==> src/rtl/spq_pkg.sv <==
// Shared types and constants for the sorted priority queue.
// No dependencies.
`timescale 1ns / 1ps
`default_nettype none

package spq_pkg;

	localparam int QUEUE_DEPTH = 16;
	localparam int CNT_W       = $clog2(QUEUE_DEPTH + 1);
	localparam int DATA_W      = 32;
	localparam int OCC_W       = 5;

	// Item kinds
	localparam logic KIND_INSERT = 1'b0;
	localparam logic KIND_REMOVE = 1'b1;

	typedef enum logic [1:0] {
		STAT_OK    = 2'd0,
		STAT_EMPTY = 2'd1,
		STAT_FULL  = 2'd2
	} status_t;

	// One stored entry
	typedef struct packed {
		logic                     valid;
		logic signed [DATA_W-1:0] value;
		logic signed [DATA_W-1:0] prio;
	} entry_t;

	// Operation broadcast to every cell
	typedef struct packed {
		logic                     ins;
		logic                     rem;
		logic signed [DATA_W-1:0] value;
		logic signed [DATA_W-1:0] prio;
	} cmd_t;

endpackage

`default_nettype wire

==> src/rtl/spq_cell.sv <==
// One slot of the sorted shift chain.
// Depends on spq_pkg.
`timescale 1ns / 1ps
`default_nettype none

module spq_cell (
	input  wire logic          clk,
	input  wire logic          arst_n,
	input  wire spq_pkg::cmd_t   cmd,
	input  wire spq_pkg::entry_t left_ent,
	input  wire logic          left_behind,
	input  wire spq_pkg::entry_t right_ent,
	output spq_pkg::entry_t    ent,
	output logic               behind
);

	logic                     valid_q;
	logic signed [spq_pkg::DATA_W-1:0] value_q;
	logic signed [spq_pkg::DATA_W-1:0] prio_q;
	spq_pkg::entry_t          nxt;

	assign ent = '{valid: valid_q, value: value_q, prio: prio_q};

	// new entry goes at or ahead of this slot
	assign behind = !valid_q || (prio_q > cmd.prio);

	always_comb begin
		nxt = ent;
		if (cmd.ins) begin
			if (behind) begin
				if (left_behind) begin
					nxt = left_ent;
				end else begin
					nxt = '{valid: 1'b1, value: cmd.value, prio: cmd.prio};
				end
			end
		end else if (cmd.rem) begin
			nxt = right_ent;
		end
	end

	always_ff @(posedge clk or negedge arst_n) begin
		if (!arst_n) begin
			valid_q <= 1'b0;
		end else begin
			valid_q <= nxt.valid;
		end
	end

	always_ff @(posedge clk) begin
		value_q <= nxt.value;
		prio_q  <= nxt.prio;
	end

endmodule

`default_nettype wire

==> src/rtl/sorted_priority_queue.sv <==
// Top level of the sorted priority queue: chain of spq_cell slots plus result register.
// Depends on spq_pkg and spq_cell.
`timescale 1ns / 1ps
`default_nettype none

// Sorted priority queue of spq_pkg::QUEUE_DEPTH entries, kept in ascending
// signed priority order in a row of cells; the head is always cell 0. One item
// is taken every cycle: busy never rises, since every cell compares the new
// priority against its own entry and shifts in the same cycle. An item
// accepted at a clock edge (start high, busy low) gives its result in the next
// cycle on value_out/status/occupancy with done high for exactly that one
// cycle. The receiver cannot stall: the result must be captured while done is
// high. Insert into a full queue is dropped (STAT_FULL); remove from an empty
// queue reports STAT_EMPTY. Equal priorities leave in arrival order.
module sorted_priority_queue (
	input  wire logic               clk,
	input  wire logic               arst_n,
	input  wire logic               start,
	output logic                    busy,
	input  wire logic               kind,
	input  wire logic signed [31:0] value_in,
	input  wire logic signed [31:0] prio_in,
	output logic                    done,
	output logic signed [31:0]      value_out,
	output logic [1:0]              status,
	output logic [4:0]              occupancy
);

	localparam int N = spq_pkg::QUEUE_DEPTH;

	spq_pkg::entry_t ent      [N];
	logic            behind   [N];
	logic [N-1:0]    valid_vec;
	spq_pkg::cmd_t   cmd;

	logic                        accept;
	logic                        full;
	logic                        empty;
	logic [spq_pkg::CNT_W-1:0]   count_q;
	logic                        done_q;
	logic signed [31:0]          value_q;
	spq_pkg::status_t            status_q;

	// update applied without waiting, never stalls
	assign busy   = 1'b0;
	assign accept = start && !busy;

	assign empty = !ent[0].valid;
	assign full  = ent[N-1].valid;

	assign cmd.ins   = accept && (kind == spq_pkg::KIND_INSERT) && !full;
	assign cmd.rem   = accept && (kind == spq_pkg::KIND_REMOVE) && !empty;
	assign cmd.value = value_in;
	assign cmd.prio  = prio_in;

	// Chain: left neighbor feeds inserts, right neighbor feeds removes.
	for (genvar i = 0; i < N; i++) begin : g_cell
		spq_pkg::entry_t left_ent;
		spq_pkg::entry_t right_ent;
		logic            left_behind;

		if (i == 0) begin : g_head
			assign left_ent    = '0;
			assign left_behind = 1'b0;
		end else begin : g_mid
			assign left_ent    = ent[i-1];
			assign left_behind = behind[i-1];
		end

		if (i == N - 1) begin : g_tail
			assign right_ent = '0;
		end else begin : g_body
			assign right_ent = ent[i+1];
		end

		spq_cell u_cell (
			.clk         (clk),
			.arst_n      (arst_n),
			.cmd         (cmd),
			.left_ent    (left_ent),
			.left_behind (left_behind),
			.right_ent   (right_ent),
			.ent         (ent[i]),
			.behind      (behind[i])
		);

		assign valid_vec[i] = ent[i].valid;
	end

	// Fill count and result register
	always_ff @(posedge clk or negedge arst_n) begin
		if (!arst_n) begin
			count_q  <= '0;
			done_q   <= 1'b0;
			value_q  <= '0;
			status_q <= spq_pkg::STAT_OK;
		end else begin
			done_q <= accept;
			if (accept) begin
				value_q  <= '0;
				status_q <= spq_pkg::STAT_OK;
				if (kind == spq_pkg::KIND_INSERT) begin
					if (full) begin
						status_q <= spq_pkg::STAT_FULL;
					end else begin
						count_q <= count_q + 1'b1;
					end
				end else begin
					if (empty) begin
						status_q <= spq_pkg::STAT_EMPTY;
					end else begin
						value_q <= ent[0].value;
						count_q <= count_q - 1'b1;
					end
				end
			end
		end
	end

	assign done      = done_q;
	assign value_out = value_q;
	assign status    = status_q;
	assign occupancy = 5'(count_q);

	// ---------------------------------------------------------------
	// Assertions
	// ---------------------------------------------------------------

	// count tracks the filled prefix of the chain
	a_count_matches: assert property (@(posedge clk) disable iff (!arst_n)
		$countones(valid_vec) == 32'(count_q))
		else $error("fill count differs from valid cells");

	// valid cells form a contiguous prefix
	a_prefix: assert property (@(posedge clk) disable iff (!arst_n)
		((valid_vec + 1'b1) & valid_vec) == '0)
		else $error("hole in cell chain");

	// empty report only with an empty queue
	a_empty_occ: assert property (@(posedge clk) disable iff (!arst_n)
		(done && status == spq_pkg::STAT_EMPTY) |-> (count_q == '0))
		else $error("empty status with entries stored");

	// full report only with a full queue
	a_full_occ: assert property (@(posedge clk) disable iff (!arst_n)
		(done && status == spq_pkg::STAT_FULL) |-> (32'(count_q) == N))
		else $error("full status with room left");

endmodule

`default_nettype wire
==> config.mk <==
export PLATFORM = sky130hd
export DESIGN_NAME = sorted_priority_queue
export DESIGN_NICKNAME = d
export VERILOG_FILES = /design/src/rtl/spq_pkg.sv /design/src/rtl/spq_cell.sv /design/src/rtl/sorted_priority_queue.sv
export SDC_FILE = /design/constraint.sdc
export NUM_CORES = 2
export LEC_CHECK = 0
export BUFFER_PORTS_ARGS = -buffer_cell sky130_fd_sc_hd__buf_2
export CORE_AREA = 5 5 464 466
export CTS_CLUSTER_DIAMETER = 80
export CTS_CLUSTER_SIZE = 25
export DETAILED_ROUTE_END_ITERATION = 7
export DIE_AREA = 0 0 469 471
export GPL_TIMING_DRIVEN = 0
export MAX_ROUTING_LAYER = met4
export PLACE_DENSITY_LB_ADDON = 0.15
export SLEW_MARGIN = 10
export SYNTH_ARGS = -nofsm -noshare
export SYNTH_HDL_FRONTEND = slang
export SYNTH_SLANG_ARGS = --single-unit
export TNS_END_PERCENT = 10
==> constraint.sdc <==
create_clock -name clk -period 10.37 [get_ports clk]
set_input_delay 0.5185 -clock clk [delete_from_list [all_inputs] [get_ports clk]]
set_output_delay 0.5185 -clock clk [all_outputs]
set_load 0.02 [all_outputs]
[Word-level counts from Yosys, hierarchy flattened]
Cells that the tools add are included.
W data, S select, Z words.
Storage, ports and cells
  flip-flop bits (word level): 1080
  input port bits: 68
  output and inout bits: 41
  word-level logic and storage cells: 214
Operators by class
  add/subtract/negate cells: 2
  magnitude comparators: 16
  eq/ne operators: 18
  multiplexer cells: 71
  bitwise logic cells: 1
  reductions and logical operators: 54
Operator list (count)
  $mux W65: 63
  $gt A32 B32 Y1: 16
  $mux W32: 2
  $ne A2 B1 Y1 const B: 17
  $reduce_and A2 Y1: 16
  $logic_not A1 Y1: 16
  $logic_or A1 B1 Y1: 16
  $mux W5: 3
  $add A5 B1 Y5 const B: 1
  $sub A5 B1 Y5 const B: 1
  $logic_and A1 B1 Y1: 4
  $mux W2: 2
  $reduce_and A3 Y1: 1
  $ne A2 B2 Y1 const B: 1
  $reduce_bool A2 Y1: 1
  $mux W1: 1
  $not A1 Y1: 1

[Depth between registers and ports, before layout]
  depth in word-level cells: 5
  gate-level depth with buffers: 13
  mapped depth without buffers: 10

[Cells and area by module]
A second synthesis with hierarchy kept.
Second synthesis, totals
  cells, all modules: 6699
  area, all modules: 68169.1 um^2
Modules (own cells, without submodules)
  spq_cell (g_cell[0].u_cell ...): instances 12, cells an instance 411, area an instance 4147.7 um^2, sequential area each 1946.9 um^2
  spq_cell (g_cell[6].u_cell ...): instances 4, cells an instance 397, area an instance 4111.4 um^2, sequential area each 1946.9 um^2
  sorted_priority_queue: instances 1, cells an instance 179, area an instance 1950.6 um^2, sequential area each 1001.0 um^2

[Worst setup path before layout]
Ideal clock, no wire load.
  path type: input to register
  start: in prio_in[5]
  end: reg g_cell[7].u_cell.prio_q[0] in the netlist's numbering, enable pin
  library setup time: 0.574 ns
  arrival: 7.103 ns
  data required time: 9.796 ns
  setup slack: 2.693 ns
  stages: 11
  path buffers: 2
  cells stage by stage: inv_1 ha_1 a21oi_1 nor2_1 a2111o_1 o22a_1 a22o_1 a32o_1 buf_4 buf_6 o21ai_0
On the way
  longest elaborated chain between the ends: 4
Ends and longest elaborated chain
  start: declaration: RTL line sorted_priority_queue.sv:22  | input wire logic signed [31:0] prio_in,
  $gt A32 B32 Y1: RTL line spq_cell.sv:25  | assign behind = !valid_q || (prio_q > cmd.prio);
  $logic_or A1 B1 Y1: RTL line spq_cell.sv:25
  $ne A2 B1 Y1 (no source line)
  $reduce_and A2 Y1 (no source line)
  end signal: assignment: RTL line spq_cell.sv:52  | prio_q <= nxt.prio;
  end: declaration: RTL line spq_cell.sv:19  | logic signed [spq_pkg::DATA_W-1:0] prio_q;
Every way passes these cells.
A chain may end at the register's enable or synchronous reset.

[Final worst setup path]
  start: in prio_in[11]
  end: reg g_cell[4].u_cell.value_q[11] in the netlist's numbering, enable pin
On the way
  longest elaborated chain between the ends: 4
Ends and longest elaborated chain
  $gt A32 B32 Y1: RTL line spq_cell.sv:25
  $logic_or A1 B1 Y1: RTL line spq_cell.sv:25
  $ne A2 B1 Y1 (no source line)
  $reduce_and A2 Y1 (no source line)
  end signal: assignment: RTL line spq_cell.sv:51  | value_q <= nxt.value;
  end: declaration: RTL line spq_cell.sv:18  | logic signed [spq_pkg::DATA_W-1:0] value_q;
Every way passes these cells.

==> results.json <==
{
  "rr_endpoint": "g_cell[4].u_cell.value_q[11]",
  "rr_worst_depth": 11,
  "p_per_area_mw_per_mm2": 125,
  "path_class": "input pin to register",
  "worstPathCellList": "buf_2 > inv_1 > ha_1 > nand4_1 > a2111oi_1 > or4_1 > a211oi_1 > nor2_2 > clkbuf_2 > clkbuf_1 > nand2_1 > nand2_4 > buf_12",
  "htreeDepth": 3,
  "leakage_uw": 0.0261,
  "yosys.area.top_type": "edfxtp_1",
  "async_flop_share": 0.0519,
  "yosys_warnings": 0,
  "vias": 52400,
  "grt_usage": 0.256,
  "min_period_over_period": 0.703,
  "fp.coreArea_mm2": 0.211,
  "critPathArrivalTime_ns": 7.70,
  "fillers": 21700,
  "wl_per_cell_um": 30.9,
  "p_total_uw": 8880,
  "finalHoldViolations": 0,
  "syn_area_mm2": 0.0628,
  "grt_max_degree": 49,
  "clk_latency_ns": 0.77,
  "r2r_slack_ns": 3.32,
  "cts-root-buf": "clkbuf_16",
  "timing.final.ws_setup_ns": 3.08,
  "globalplace.congestion": 0.935,
  "gr-total-overflow": 0,
  "slowest_stage": "a2111oi_1",
  "cts_tree": "done",
  "cp-start-kind": "input pin",
  "place_ws_ns": 2.68,
  "drv_cap": 0,
  "cpPeakStageDelay_ns": 1.19,
  "fin_crit_ns": 7.29,
  "drive_gt1_frac": 0.0676,
  "ys_top_cells_by_area": "edfxtp_1 (49%), ha_1 (9.6%), nand2_1 (7.7%)",
  "cp.required_ns": 10.78,
  "port_buffers": 107,
  "area_growth_pct": 13.2,
  "status": "finished, final reports clean",
  "start_util": 0.298,
  "setup_viol_count_final": 0,
  "synth_cell_types": 78,
  "endpoint_kind": "register",
  "timing.final.max_slew_violations": 0,
  "cts_resized": 0,
  "postCtsSetupBuffers": 0,
  "routed_wl_um": 284000,
  "fin_skew_ns": 0.0542,
  "dieArea_mm2": 0.221,
  "ioPinCount": 109,
  "reg2reg_from": "g_cell[4].u_cell.prio_q[14]",
  "grt_pass1_vias": 51900,
  "syn_inst": 6026,
  "synth_edf_count": 1024,
  "hold_buffers": 2,
  "tns_ns": 0,
  "fin_nets": 6817,
  "cp_max_fo": 38,
  "clock-sinks": 1080,
  "synth_seq_area_share": 0.512,
  "max-vdd-ir-drop_mv": 0.136,
  "cts_buffer_depth": 3,
  "antenna_found_initial": 13,
  "clk_pin_slew_ns": 0.11,
  "slew_headroom": 0.0841,
  "drtPass1Iterations": 5,
  "multiInputGateArea_mm2": 0.0286,
  "drc_errors": 0,
  "avgSynthCellArea_um2": 10.4,
  "cts_inserted_buffers": 80,
  "fp.dieH_um": 471,
  "drtIter0Drc": 5465,
  "syn-num-nets": 6578,
  "hold_path.class": "input pin to async pin",
  "ant_nets": 0,
  "avgViaCountPerCell": 5.71,
  "ys.flop_type": "edfxtp_1",
  "die_x_um": 469,
  "yosysTopAreaCellShare": 0.489,
  "grt_setup_unrepaired": "no",
  "timing.hold.ws_ns": 0.220,
  "clock.fmax_mhz": 137,
  "rows": 169,
  "synth-seq-cells": 1080,
  "grt_pass1_wl_um": 398000,
  "hpwl_um": 218000,
  "worst_pin_slew_ns": 1.37,
  "seq_area_mm2": 0.0322
}
flip-flops by register name, indices dropped and copies added (netlist names):
register and flops:
done 1, status 2, value_out 32, g_cell.u_cell.prio_q 512, g_cell.u_cell.value_q 512, occupancy 5
g_cell.u_cell.valid_q 16
cells by family after synthesis:
kind of cell,Yosys count,synth area share
compound gates,1373,0.145
xor+xnor,5,0.000697
fa+ha+maj,484,0.0965
buf+inv,544,0.0369
flops,1080,0.512
mux,384,0.0612
other cells,1,0.0000597
simple gates,2155,0.148
report_power, final:
| group | internal, uW | leakage (uW) | switching, uW |
|---|---|---|---|
| registers | 4710 | 0.0102 | 13.3 |
| logic | 146 | 0.0145 | 310 |
| clock network | 1690 | 0.00140 | 2010 |
synthesized netlist by cell type (4+ instances only):
master	n
a2111oi_0	6
a211o_1	5
a211oi_1	21
a21o_1	57
a21oi_1	168
a221oi_1	14
a22o_1	35
a32o_1	9
a32oi_1	7
and3_1	4
buf_1	14
buf_12	5
buf_2	43
buf_4	24
buf_6	5
clkbuf_1	378
dfrtp_1	56
edfxtp_1	1024
ha_1	483
inv_1	72
mux2i_1	384
nand2_1	1291
nand2b_1	4
nand3_1	608
nand4_1	97
nor2_1	74
nor2b_1	15
nor3_1	22
nor4_1	16
o211ai_1	588
o21a_1	9
o21ai_0	105
o21ai_1	290
o221ai_1	9
o2bb2ai_1	7
o31ai_1	6
or3_1	5
worst max-delay path, delay by kind of cell:
kind,cells,cell delay (ns)
AND/OR/NAND/NOR,5,2.53
buffers and inverters,5,2.64
AO/OA/AOI/OAI,2,1.34
adder cells (fa/ha/maj),1,0.53
cell type report:
class,count,area share
Clock buffer,91,0.0296
Inverter,74,0.00394
Tap cell,2821,0.0496
Timing Repair Buffer,157,0.0230
Sequential cell,1080,0.452
Antenna cell,12,0.000422
Buffer,470,0.0290
Clock inverter,58,0.0110
Multi-Input combinational cell,4402,0.401
cell usage in the layout (no fill, tap or decap), types with 72 or more instances in the layout:
| master | synthesis | routed |
|---|---|---|
| nand2_1 | 1291 | 1282 |
| edfxtp_1 | 1024 | 1024 |
| nand3_1 | 608 | 607 |
| o211ai_1 | 588 | 588 |
| ha_1 | 483 | 483 |
| mux2i_1 | 384 | 384 |
| clkbuf_1 | 378 | 365 |
| o21ai_1 | 290 | 290 |
| a21oi_1 | 168 | 168 |
| buf_2 | 43 | 149 |
| o21ai_0 | 105 | 100 |
| nand4_1 | 97 | 97 |
| clkbuf_16 | 0 | 83 |
| nor2_1 | 74 | 72 |
through the flow:
stage / utilization / instance area, um2 / instances
finish: 0.337 / 71100 / 9165
global route: 0.337 / 71100 / 9158
CTS: 0.337 / 71100 / 9152
detailed placement: 0.323 / 68200 / 9001
global placement: 0.317 / 66900 / 8954
floorplan: - / 62800 / 6026
layer usage:
layer / wire (um) / vias up / track usage
li1: - / 23300 / -
met1: 123000 / 26700 / 0.341
met2: 127000 / 1968 / 0.395
met3: 19000 / 401 / 0.0391
met4: 13900 / 0 / 0.0976
met5: 0 / - / -
worst max path at each step:
stage | start | endpoint | slack (ns)
global placement | prio_in[31] | g_cell[7].u_cell.prio_q[23] | -5.68
global route | prio_in[11] | g_cell[4].u_cell.value_q[5] | 3.23
detailed placement | prio_in[11] | g_cell[4].u_cell.value_q[5] | 2.68
finish | prio_in[11] | g_cell[4].u_cell.value_q[11] | 3.08
floorplan | prio_in[5] | g_cell[7].u_cell.prio_q[0] | 2.69
CTS | prio_in[11] | g_cell[4].u_cell.value_q[11] | 3.49
Power figures use the tool's default switching activity.
